<file path="src/rtl/mqsb_pkg.sv">
// ----------------------------------------------------------------------------
// mqsb_pkg
// Shared types and codes for the multi-queue shared buffer: request
// operation codes, result status codes, sequencer states and the control
// structs passed between the sequencer and the datapath.
// ----------------------------------------------------------------------------
`default_nettype none

package mqsb_pkg;

   // request operation codes
   localparam logic OP_ENQ = 1'b0;
   localparam logic OP_DEQ = 1'b1;

   // result status codes
   localparam logic [1:0] STATUS_OK    = 2'd0;
   localparam logic [1:0] STATUS_FULL  = 2'd1;
   localparam logic [1:0] STATUS_EMPTY = 2'd2;

   // sequencer states
   typedef enum logic [1:0] {
      ST_IDLE,
      ST_ENQ,
      ST_DQ_HEAD,
      ST_DQ_DONE
   } state_type;

   // datapath conditions seen by the sequencer
   typedef struct packed {
      logic head_null;   // addressed queue has no head slot
      logic out_free;    // result register can take a beat this cycle
   } sts_type;

   // strobes from the sequencer to the datapath
   typedef struct packed {
      logic accept;      // request beat taken, table reads issued
      logic enq_commit;  // enqueue finishes, pointer updates written
      logic dq_issue;    // read link and value of the head slot
      logic dq_commit;   // dequeue finishes, slot returned to free chain
      logic empty_done;  // dequeue of an empty queue finishes
   } ctl_type;

endpackage

`default_nettype wire

</file>
<file path="src/rtl/mqsb_fsm.sv">
// ----------------------------------------------------------------------------
// mqsb_fsm
// Request sequencer: takes one request at a time, walks it through the
// table read, the optional head-slot read and the commit cycle, and waits
// in the commit state while the result register is still occupied.
// ----------------------------------------------------------------------------
`default_nettype none

module mqsb_fsm (
   input  wire logic              clock,
   input  wire logic              reset,
   input  wire logic              req_valid,
   input  wire logic              req_operation,
   input  wire mqsb_pkg::sts_type sts,
   output      logic              req_ready,
   output      mqsb_pkg::ctl_type ctl
);

   mqsb_pkg::state_type state_ff;
   mqsb_pkg::state_type state_in;

   // state register
   always_ff @(posedge clock) begin
      if (reset) begin
         state_ff <= mqsb_pkg::ST_IDLE;
      end else begin
         state_ff <= state_in;
      end
   end

   // next state
   always_comb begin
      state_in = state_ff;
      unique case (state_ff)
         mqsb_pkg::ST_IDLE: begin
            if (req_valid) begin
               state_in = (req_operation == mqsb_pkg::OP_DEQ) ?
                          mqsb_pkg::ST_DQ_HEAD : mqsb_pkg::ST_ENQ;
            end
         end
         mqsb_pkg::ST_ENQ: begin
            if (sts.out_free) state_in = mqsb_pkg::ST_IDLE;
         end
         mqsb_pkg::ST_DQ_HEAD: begin
            if (!sts.head_null) begin
               state_in = mqsb_pkg::ST_DQ_DONE;
            end else if (sts.out_free) begin
               state_in = mqsb_pkg::ST_IDLE;
            end
         end
         mqsb_pkg::ST_DQ_DONE: begin
            if (sts.out_free) state_in = mqsb_pkg::ST_IDLE;
         end
         default: state_in = mqsb_pkg::ST_IDLE;
      endcase
   end

   // outputs
   always_comb begin
      req_ready = 1'b0;
      ctl       = '0;
      unique case (state_ff)
         mqsb_pkg::ST_IDLE: begin
            req_ready  = 1'b1;
            ctl.accept = req_valid;
         end
         mqsb_pkg::ST_ENQ: begin
            ctl.enq_commit = sts.out_free;
         end
         mqsb_pkg::ST_DQ_HEAD: begin
            ctl.dq_issue   = !sts.head_null;
            ctl.empty_done = sts.head_null && sts.out_free;
         end
         mqsb_pkg::ST_DQ_DONE: begin
            ctl.dq_commit = sts.out_free;
         end
         default: begin
            req_ready = 1'b0;
         end
      endcase
   end

endmodule

`default_nettype wire

</file>
<file path="config.mk">
export PLATFORM = sky130hd
export DESIGN_NAME = mqsb_fsm
export DESIGN_NICKNAME = d
export VERILOG_FILES = /design/src/rtl/mqsb_pkg.sv /design/src/rtl/mqsb_fsm.sv
export SDC_FILE = /design/constraint.sdc
export NUM_CORES = 1
export LEC_CHECK = 0
export BUFFER_PORTS_ARGS = -buffer_cell sky130_fd_sc_hd__buf_2
export CORE_AREA = 2 2 39 41
export DETAILED_ROUTE_END_ITERATION = 12
export DIE_AREA = 0 0 41 43
export PLACE_DENSITY_LB_ADDON = 0.12
export SETUP_SLACK_MARGIN = 0.2
export SLEW_MARGIN = 20
export SYNTH_ARGS = -nofsm -noshare
export SYNTH_HDL_FRONTEND = slang
export SYNTH_SLANG_ARGS = --single-unit
</file>
<file path="constraint.sdc">
create_clock -name clock -period 1.2 [get_ports clock]
set_input_delay 0.06 -clock clock [delete_from_list [all_inputs] [get_ports clock]]
set_output_delay 0.06 -clock clock [all_outputs]
set_load 0.02 [all_outputs]
</file>
## Word-level counts from Yosys, hierarchy flattened

Index checks and enable logic that the tools add are counted.
Widths: inputs -> output; s select.

| storage, ports and cells | value |
|---|---|
| logic and storage cells | 20 |
| latch bits | 0 |
| ROM bits | 0 |
| flip-flop bits (word level) | 2 |
| memories | 0 |
| input port bits | 6 |
| RAM bits | 0 |

| operators by class | value |
|---|---|
| bitwise operators | 0 |
| $lt $le $gt $ge | 0 |
| $add $sub $neg | 0 |
| multiply operators | 0 |
| shift operators | 0 |
| mux-type cells | 11 |
| div/mod/pow operators | 0 |
| reduce and logical (&&, ||, !) cells | 4 |
| eq/ne operators | 4 |

Operators by type and width:

| cell | count |
|---|---|
| $mux 2 | 4 |
| $mux 1 | 6 |
| $pmux 2 s3 | 1 |
| $eq 2x2->1 const B | 2 |
| $eq 2x1->1 const B | 1 |
| $logic_not 2->1 | 1 |
| $ne 2x2->1 const B | 1 |
| $reduce_or 2->1 | 1 |
| $logic_and 1x1->1 | 1 |
| $logic_not 1->1 | 1 |

## Logic depth before layout (Yosys ltp)

Gate-level depths: netlist (run 1).

| logic depth | value |
|---|---|
| depth after elaboration | 3 |
| mapped depth | 2 |
| mapped depth without buffers | 2 |

## Worst setup path after synthesis (run 1)

Ideal clock, no wire load.

| timing | value |
|---|---|
| kind | reg2reg |
| from | register state_ff[1] |
| to | register state_ff[0] |
| data required time | 1.109 ns |
| cell stages (with the launch flop) | 3 |
| period minus slack after synthesis | 1.055 ns |
| slack | 0.145 ns |
| path buffers | 0 |
| arrival | 0.965 ns |
| cell sequence | dfxtp_1 or3b_1 a311oi_1 |

| on the way | value |
|---|---|
| word-level cells in the longest chain between the ends | 3 |
| elaborated cells between the ends (all ways) | 7 |

RTL lines:

| what | line | RTL |
|---|---|---|
| from (decl) | mqsb_fsm.sv:19 | `mqsb_pkg::state_type state_ff;` |
| from (signal assigned) | mqsb_fsm.sv:25 | `state_ff <= mqsb_pkg::ST_IDLE;` |
| from (signal assigned) | mqsb_fsm.sv:27 | `state_ff <= state_in;` |
| $eq 2x2->1 / $eq 2x1->1 (equally long branches) | mqsb_fsm.sv:34 | `unique case (state_ff)` |
| $reduce_or 2->1 (no source line) | n/a |  |
| $pmux 2 s3 | mqsb_fsm.sv:34 |  |

Parallel ways exist; a longest one is shown, timed or not.
A chain may end at the register's enable or synchronous reset.

==> results.md, run 1 <==
- Status: finished clean
- Port bufs: 11
- Switching Fraction: 0.278
- Peak fanout along the critical path: 3
- Clock slew at reported path FFs: 0.03 ns
- Residual DRC: 0
- Worst hold path class: primary input to register
- First drt pass iteration count: 1
- Final std cells w/o fill: 51
- Max Clk Rate: 849 MHz
- Crit end category: primary output
- Height of the die: 43 um
- Largest Register: state_ff
- Initial antenna violation count: 0
- Flop-to-flop setup slack: 0.05 ns
- GRT Total Usage: 0.0651
- Die ar.: 1760 sq um
- Max cap viols: 0
- Clock Sinks: 2
- Startpoint types: register
- Register share of total power: 0.224
- Yosys warns: 0
- RSZ-0062 raised after global routing: true
- Setup WS post-layout: 0.0219 ns
- Core Rows: 14
- Area share of the largest cell type after synthesis: 0.286
- Ports: 12
- First-pass GRT wire length: 759 um
- Placement Setup Slack: 0.0954 ns
- Number of global-route vias before repair: 190
- Vias per cell: 3.86
- Post-synthesis cell count: 17
- Core Box Area: 1380 sq um
- Switching power: 0.0985 mW
- Clock power share: 0.411
- WL/cell: 9.04 um
- Unique cell type count in the Yosys netlist: 13
- Largest cells by area after synthesis: dfxtp_1 29%, a311oi_1 13%, or3b_1 13%
- Final Power: 0.354 mW
- Combinational share of power: 0.365
- Antenna diode count: 0
- Synth Net Count: 23
- Final setup violation count: 0
- Maximum vdd ir drop: 204 uV
- DRT Wirelength: 461 um
- Leak: 0.157 nW
- Internal power: 0.256 mW
- Min cycle time layout: 1.18 ns
- Final TNS setup: 0 ns
- Via count: 197
- Initial Utilization: 0.101
- Mapped Avg Cell Area: 8.24 sq um
- Bufs on Longest Clock Path: 2
- Clock root buffer: clkbuf_4
- ANT nets after route: 0
- H-tree levels: 1
- Filler Cells Inserted: 166
- Clk_lat worst skew: 0.22 ns
- Grt total ovfl: 0
- Die X: 41 um
- Setup Skew: 0.00749 ns
- Share of cells above drive strength 1: 0.743
- Worst Path Arrival: 1.12 ns
- Detailed Place HPWL: 341 um
- Final hold vios: 0
- Synthesized area: 140 sq um
- Routability congestion estimate: 0.610
- Slew @ Worst Pin: 0.246 ns
- Synth area leader: dfxtp_1
- DR iter-0 viols: 0
- Cell Pwr Density: 1070 nW/um^2
- Synthesized flop and latch total: 2
- Worst Path Required: 1.14 ns
- Slew Limit Fails: 0
- Final period util: 0.982
- Rel. slew slack: 0.835
- Clock tree from TritonCTS: built
- Worst Hold Margin: 0.117 ns
- Sequential share of the synthesized area: 0.286
- Largest net degree at the start of global routing: 8
- Synth-to-Final Area Change: 136%
- Max FFs per register: 2
- DP Cell Count: 45
- Largest regs: state_ff x2
- Setup CP Type: register to primary output
- Fin nets: 43
- TritonCTS Buffers: 3
-- power by group through the flow --
stage,Combinational (mW),Sequential [mW],Clock (mW)
2_1_floorplan,0.0464,0.0837,0
3_3_place_gp,0.0823,0.0834,0
3_5_place_dp,0.0808,0.0839,0
4_1_cts,0.121,0.0803,0.157
5_1_grt,0.142,0.0807,0.168
6_report,0.129,0.0794,0.146
-- synth_stat cells, drive strengths merged --
cell and n:
a311oi 2, and2 1, and3 1, and4b 1, dfxtp 2, inv 1, nand2 1, nand2b 1
nor2 2, nor3 1, or2b 1, or3 1, or3b 2
-- cell families (layout without fill, tap and decap cells) --
logic type | after synthesis | count (layout) | share of synthesized area
AOI/OAI and AO/OA | 2 | 2 | 0.125
buffers and inverters | 1 | 19 | 0.0268
DFF | 2 | 2 | 0.286
and+or+nand+nor | 12 | 12 | 0.563
-- path summary, 6_finish.rpt --
kind / startpoint / endpoint / cells past startpoint
worst min register to register: state_ff[1] / state_ff[1] / 2
worst max register to register: state_ff[1] / state_ff[0] / 3
worst max-delay path: state_ff[1] / ctl[2] / 3
worst min-delay path: req_operation / state_ff[0] / 3
-- per-layer routing --
layer	wire (um)	up-vias	share of wire	global-route usage
li1	-	101	-	-
met3	33	0	0.072	0.0314
met4	0	0	0	0.0400
met1	227	88	0.49	0.0955
met2	201	8	0.44	0.0719
met5	0	-	0	0
-- layout make-up --
cell class	instances	area [sq um]	share of cell area
repair buffers	15	125	0.379
inverters	1	3.75	0.0114
well taps	16	20.0	0.0606
multi-input cells	14	111	0.337
flip-flops and latches	2	47.5	0.144
clock buffers	3	22.5	0.0682
-- cell usage in the layout, fill, tap and decap left out --
| cell type | Yosys | final |
|---|---|---|
| buf_6 | 0 | 6 |
| buf_2 | 0 | 5 |
| clkbuf_4 | 0 | 3 |
| buf_4 | 0 | 3 |
| a311oi_1 | 2 | 2 |
| dfxtp_4 | 0 | 2 |
| nor2_4 | 0 | 1 |
| or3b_4 | 0 | 1 |
| inv_2 | 0 | 1 |
| and3_2 | 1 | 1 |
| and4b_2 | 1 | 1 |
| nand2_2 | 0 | 1 |
| nor2_1 | 2 | 1 |
| and2_4 | 0 | 1 |
| nand2b_1 | 1 | 1 |
| or3_1 | 1 | 1 |
| nor3_1 | 1 | 1 |
| or2b_1 | 1 | 1 |
| or3b_1 | 2 | 1 |
| dlygate4sd3_1 | 0 | 1 |
-- critical path, stage by stage (launching register included) --
cell     delay (ns)
dfxtp_4        0.34
or3b_4         0.39
inv_2          0.06
buf_6          0.10
-- through the flow --
stage,utilization,area (sq um)
after floorplan,-,141
after global routing,0.239,330
after CTS,0.228,315
final,0.239,330
after global placement,0.162,224
after detailed placement,0.162,224
-- what timing repair did --
item,4_1_cts,5_1_grt
hold endpoints to repair,1,0
pin swaps,5,0
gates resized for setup,18,3
hold buffers,1,0
setup buffers,1,1
setup endpoints to repair,8,8
Note: power is estimated with default switching activity, not from simulation.
==> run 2: changes to the inputs <==
Settings changed: BUFFER_PORTS_ARGS -buffer_cell sky130_fd_sc_hd__buf_2 to -buffer_cell sky130_fd_sc_hd__buf_4.
==> results.md, run 2 (same netlist as run 1, synthesis figures left out) <==
- Filler Cells Inserted: 160
- Worst Path Required: 1.14 ns
- WL/cell: 10.3 um
- Bufs on Longest Clock Path: 2
- Max cap viols: 0
- Worst Hold Margin: 0.137 ns
- Worst Path Arrival: 1.13 ns
- Setup WS post-layout: 0.0105 ns
- Die X: 41 um
- Final hold vios: 0
- Ports: 12
- Cell Pwr Density: 1100 nW/um^2
- Share of cells above drive strength 1: 0.765
- Residual DRC: 0
- Setup Skew: 0.00421 ns
- First drt pass iteration count: 1
- Final setup violation count: 0
- Leak: 0.156 nW
- CP top delay family: simple AND/OR/NAND/NOR gates
- Setup CP Type: register to primary output
- Initial antenna violation count: 0
- Crit end category: primary output
- TritonCTS Buffers: 3
- Detailed Place HPWL: 327 um
- Port bufs: 11
- Largest Register: state_ff
- Number of global-route vias before repair: 190
- Largest net degree at the start of global routing: 9
- Worst hold path class: primary input to register
- Worst path bufs/invs: 2
- Die ar.: 1760 sq um
- Worst path cell trace: or3b_4 > inv_2 > buf_6
- Commonest non-fill, non-tap cell in the layout: buf_4
- Slew Limit Fails: 0
- Multi-input gate area: 118 sq um
- GR Util met2: 0.0813
- Maximum vdd ir drop: 203 uV
- Status: finished clean
- Clock Sinks: 2
- Fin nets: 42
- Largest regs: state_ff x2
- Via count: 187
- Rel. slew slack: 0.779
- DRT Wirelength: 516 um
- GR Layer Usage met3: 0.0314
- Register area: 45.0 sq um
- Startpoint types: register
- Antenna diode count: 0
- Grt total ovfl: 0
- Max FFs per register: 2
- Synth-to-Final Area Change: 139%
- Slowest stage delay, CP: 0.40 ns
- Clk_lat worst skew: 0.23 ns
- Max Clk Rate: 841 MHz
- ANT nets after route: 0
- Routability congestion estimate: 0.652
- Final TNS setup: 0 ns
- DR iter-0 viols: 0
- Peak fanout along the critical path: 3
- First-pass GRT wire length: 807 um
- RSZ-0062 raised after global routing: true
- Slew @ Worst Pin: 0.330 ns
- Min cycle time layout: 1.19 ns
- CP max stage cell: or3b_4
- Initial Utilization: 0.101
- Core Rows: 14
- Commonest non-fill, non-tap cells in the layout: 8 x buf_4, 5 x buf_6, 3 x clkbuf_4
- H-tree levels: 1
- Vias per cell: 3.74
- Clock root buffer: clkbuf_4
- Clock tree from TritonCTS: built
- Final Power: 0.369 mW
- GRT Total Usage: 0.0731
- Height of the die: 43 um
- Core Box Area: 1380 sq um
- Post-layout util: 0.242
- GRT Max-Usage Layer: met1
- Clock slew at reported path FFs: 0.03 ns
- Final period util: 0.991
- Placement Setup Slack: 0.0896 ns
- Grt met1 use: 0.0927
## run 2: final cells by class
class,instances,area share
timing repair buffer,14,0.377
sequential,2,0.134
clock buffer,3,0.0672
multi-input combinational,14,0.351
tap,16,0.0597
inverter,1,0.0112
## run 2: worst paths after layout
check	end	cells after the start	start	slack [ns]
setup / recovery	ctl[2]	3	state_ff[1]	0.01
hold / removal	state_ff[0]	3	req_operation	0.14
setup reg to reg	state_ff[0]	3	state_ff[1]	0.03
hold reg to reg	state_ff[1]	2	state_ff[0]	0.57
## run 2: layer usage
metal	wire length (um)	vias up
met4	0	0
met5	0	-
met2	240	8
met1	240	81
li1	-	98
met3	35	0
## run 2: tightest hold or removal path, delay by kind of cell
kind	cells	cell delay, ns
compound gates	1	0.08
buf+inv	1	0.08
simple gates	1	0.10
## run 2: what timing repair did
item                                   CTS  global route
endpoints found under the hold margin    2             0
setup buffers                            1             0
setup endpoints to repair                8             8
gates resized for setup                 11             3
cloned                                   0             0
pin swaps                                2             1
hold buffers                             1             0
## run 2: metrics by stage
step                std cells  area (sq um)
floorplan                  17           141
global placement           45           251
detailed placement         45           251
CTS                        50           323
global route               50           335
finish                     50           335
## run 2: power by group
group / leakage, nW / internal (mW) / switching (mW)
logic: 0.125 / 0.0741 / 0.0603
registers: 0.0175 / 0.0743 / 0.00580
clock network: 0.0138 / 0.111 / 0.0434
==> run 3: changes to the inputs <==
Settings changed: ABC_AREA set to 1.
==> results.md, run 3 <==
- Status: finished clean
- Max Clk Rate: 984 MHz
- Filler Cells Inserted: 159
- Detailed Place HPWL: 365 um
- Largest regs: state_ff x2
- Met2 Wirelength: 262 um
- Fin nets: 48
- Reg2reg start: state_ff[1]
- Bufs on Longest Clock Path: 2
- Synth Net Count: 32
- Commonest non-fill, non-tap cells in the layout: 9 x buf_4, 6 x inv_1, 6 x nand2_1, 3 x nor3_2, 3 x clkbuf_4
- Setup WS post-layout: 0.184 ns
- Clock slew at reported path FFs: 0.03 ns
- Antenna diode count: 0
- TritonCTS Buffers: 3
- Met3 wire len: 33 um
- Clock Sinks: 2
- Largest Register: state_ff
- Worst Path Arrival: 0.96 ns
- Core Rows: 14
- Largest net degree at the start of global routing: 7
- Startpoint types: register
- Number of global-route vias before repair: 215
- GRT Total Usage: 0.0782
- Mapped Avg Cell Area: 6.06 sq um
- Height of the die: 43 um
- Area share of the largest cell type after synthesis: 0.254
- M1 WL: 183 um
- ANT nets after route: 0
- Core Box Area: 1380 sq um
- Setup Skew: 0.00182 ns
- Synthesized area: 158 sq um
- Min cycle time layout: 1.02 ns
- Synth-to-Final Area Change: 108%
- Slew @ Worst Pin: 0.150 ns
- Residual DRC: 0
- Post-synthesis cell count: 26
- Routability congestion estimate: 0.629
- Ports: 12
- Final TNS setup: 0 ns
- Worst Hold Launch: reset
- Initial Utilization: 0.114
- Initial antenna violation count: 0
- Worst Path Required: 1.14 ns
- Top sig layer: met3
- Die X: 41 um
- Die ar.: 1760 sq um
- Register area: 47.5 sq um
- WL/cell: 8.57 um
- DR iter-0 viols: 5
- Sequential share of the synthesized area: 0.254
- Clk_lat worst skew: 0.22 ns
- End of the worst register-to-register path: state_ff[1]
- RSZ-0062 raised after global routing: true
- Number of synthesized flops with an enable pin: 0
- Setup CP Type: register to primary output
- Max FFs per register: 2
- Unique cell type count in the Yosys netlist: 9
- Multi-input gate area: 115 sq um
- Clock tree from TritonCTS: built
- Post-synth top cells: 7 x inv_1, 7 x nand2_1, 3 x nand3_1, 3 x nor3_1, 2 x dfxtp_1
- Vias per cell: 3.71
- Share of synthesized registers carrying an async set or reset: 0
- Synth area leader: dfxtp_1
- Final hold vios: 0
- Slew Limit Fails: 0
- Flop-to-flop setup slack: 0.34 ns
- Max cap viols: 0
- Rel. slew slack: 0.900
- Via count: 208
- Final period util: 0.847
- WHS Path Cells: 4
- Placement Setup Slack: 0.252 ns
- Hold Crit Endpoint: state_ff[1]
- Post-CTS Hold Buffers: 0
- Final setup violation count: 0
- Port bufs: 11
- Commonest non-fill, non-tap cell in the layout: buf_4
- First drt pass iteration count: 4
- Largest cells by area after synthesis: dfxtp_1 25%, inv_1 17%, nand2_1 17%
- Yosys warns: 0
- Final Power: 0.353 mW
- First-pass GRT wire length: 841 um
- Leak: 0.184 nW
- Clock root buffer: clkbuf_4
- Peak fanout along the critical path: 6
- Share of cells above drive strength 1: 0.625
- Crit end category: primary output
- Cell Pwr Density: 1080 nW/um^2
- DRT Wirelength: 480 um
- R2R cell count: 5
- Grt total ovfl: 0
- Synthesized flop and latch total: 2
- Maximum vdd ir drop: 438 uV
- Worst hold path class: primary input to register
- H-tree levels: 1
- Ys flop type: dfxtp_1
## run 3: per-stage QoR
stage                     hold slack, ns  utilization  area (sq um)  instances
after floorplan                    0.198            -           158         26
after global placement             0.314        0.188           260         53
after detailed placement           0.322        0.188           260         53
after CTS                         0.0753        0.226           313         56
after global routing              0.0816        0.237           328         56
final                             0.0824        0.237           328         56
## run 3: how the worst max path moves through the flow
stage,from,end,slack (ns),cells after the start
6_report,state_ff[1],ctl[0],0.18,3
5_1_grt,state_ff[1],ctl[0],0.11,3
4_1_cts,state_ff[1],ctl[0],0.19,3
3_5_place_dp,state_ff[1],ctl[0],0.25,3
3_3_place_gp,state_ff[0],state_ff[1],0.27,5
2_1_floorplan,state_ff[1],ctl[0],0.17,2
## run 3: layer usage
metal	up-vias	track usage
met3	0	0.0471
met4	0	0.0800
li1	108	-
met2	7	0.113
met5	-	0
met1	93	0.0671
## run 3: critical path, cell delays in order, from the launching register on
cell	delay (ns)
dfxtp_4	0.40
nand2_4	0.06
nor3_2	0.11
buf_4	0.16
## run 3: final cells by class
type                            instances  share of cell area
Clock buffer                            3              0.0687
Tap cell                               16              0.0611
Multi-Input combinational cell         16               0.351
Sequential cell                         2               0.145
Inverter                                8              0.0992
Timing Repair Buffer                   11               0.275
## run 3: where the power goes
part / switching, mW / total (mW) / internal (mW)
sequential: 0.0181 / 0.0922 / 0.0742
combinational: 0.0607 / 0.116 / 0.0557
clock: 0.0348 / 0.145 / 0.110
## run 3: logic make-up after synthesis
logic type	synth area share
simple gates	0.452
flops	0.254
buf+inv	0.190
compound gates	0.103
## run 3: what timing repair did
action | 4_1_cts | 5_1_grt
buffers inserted | 0 | 0
pin swaps | 1 | 1
gates resized for setup | 9 | 5
endpoints found under the setup margin | 6 | 6
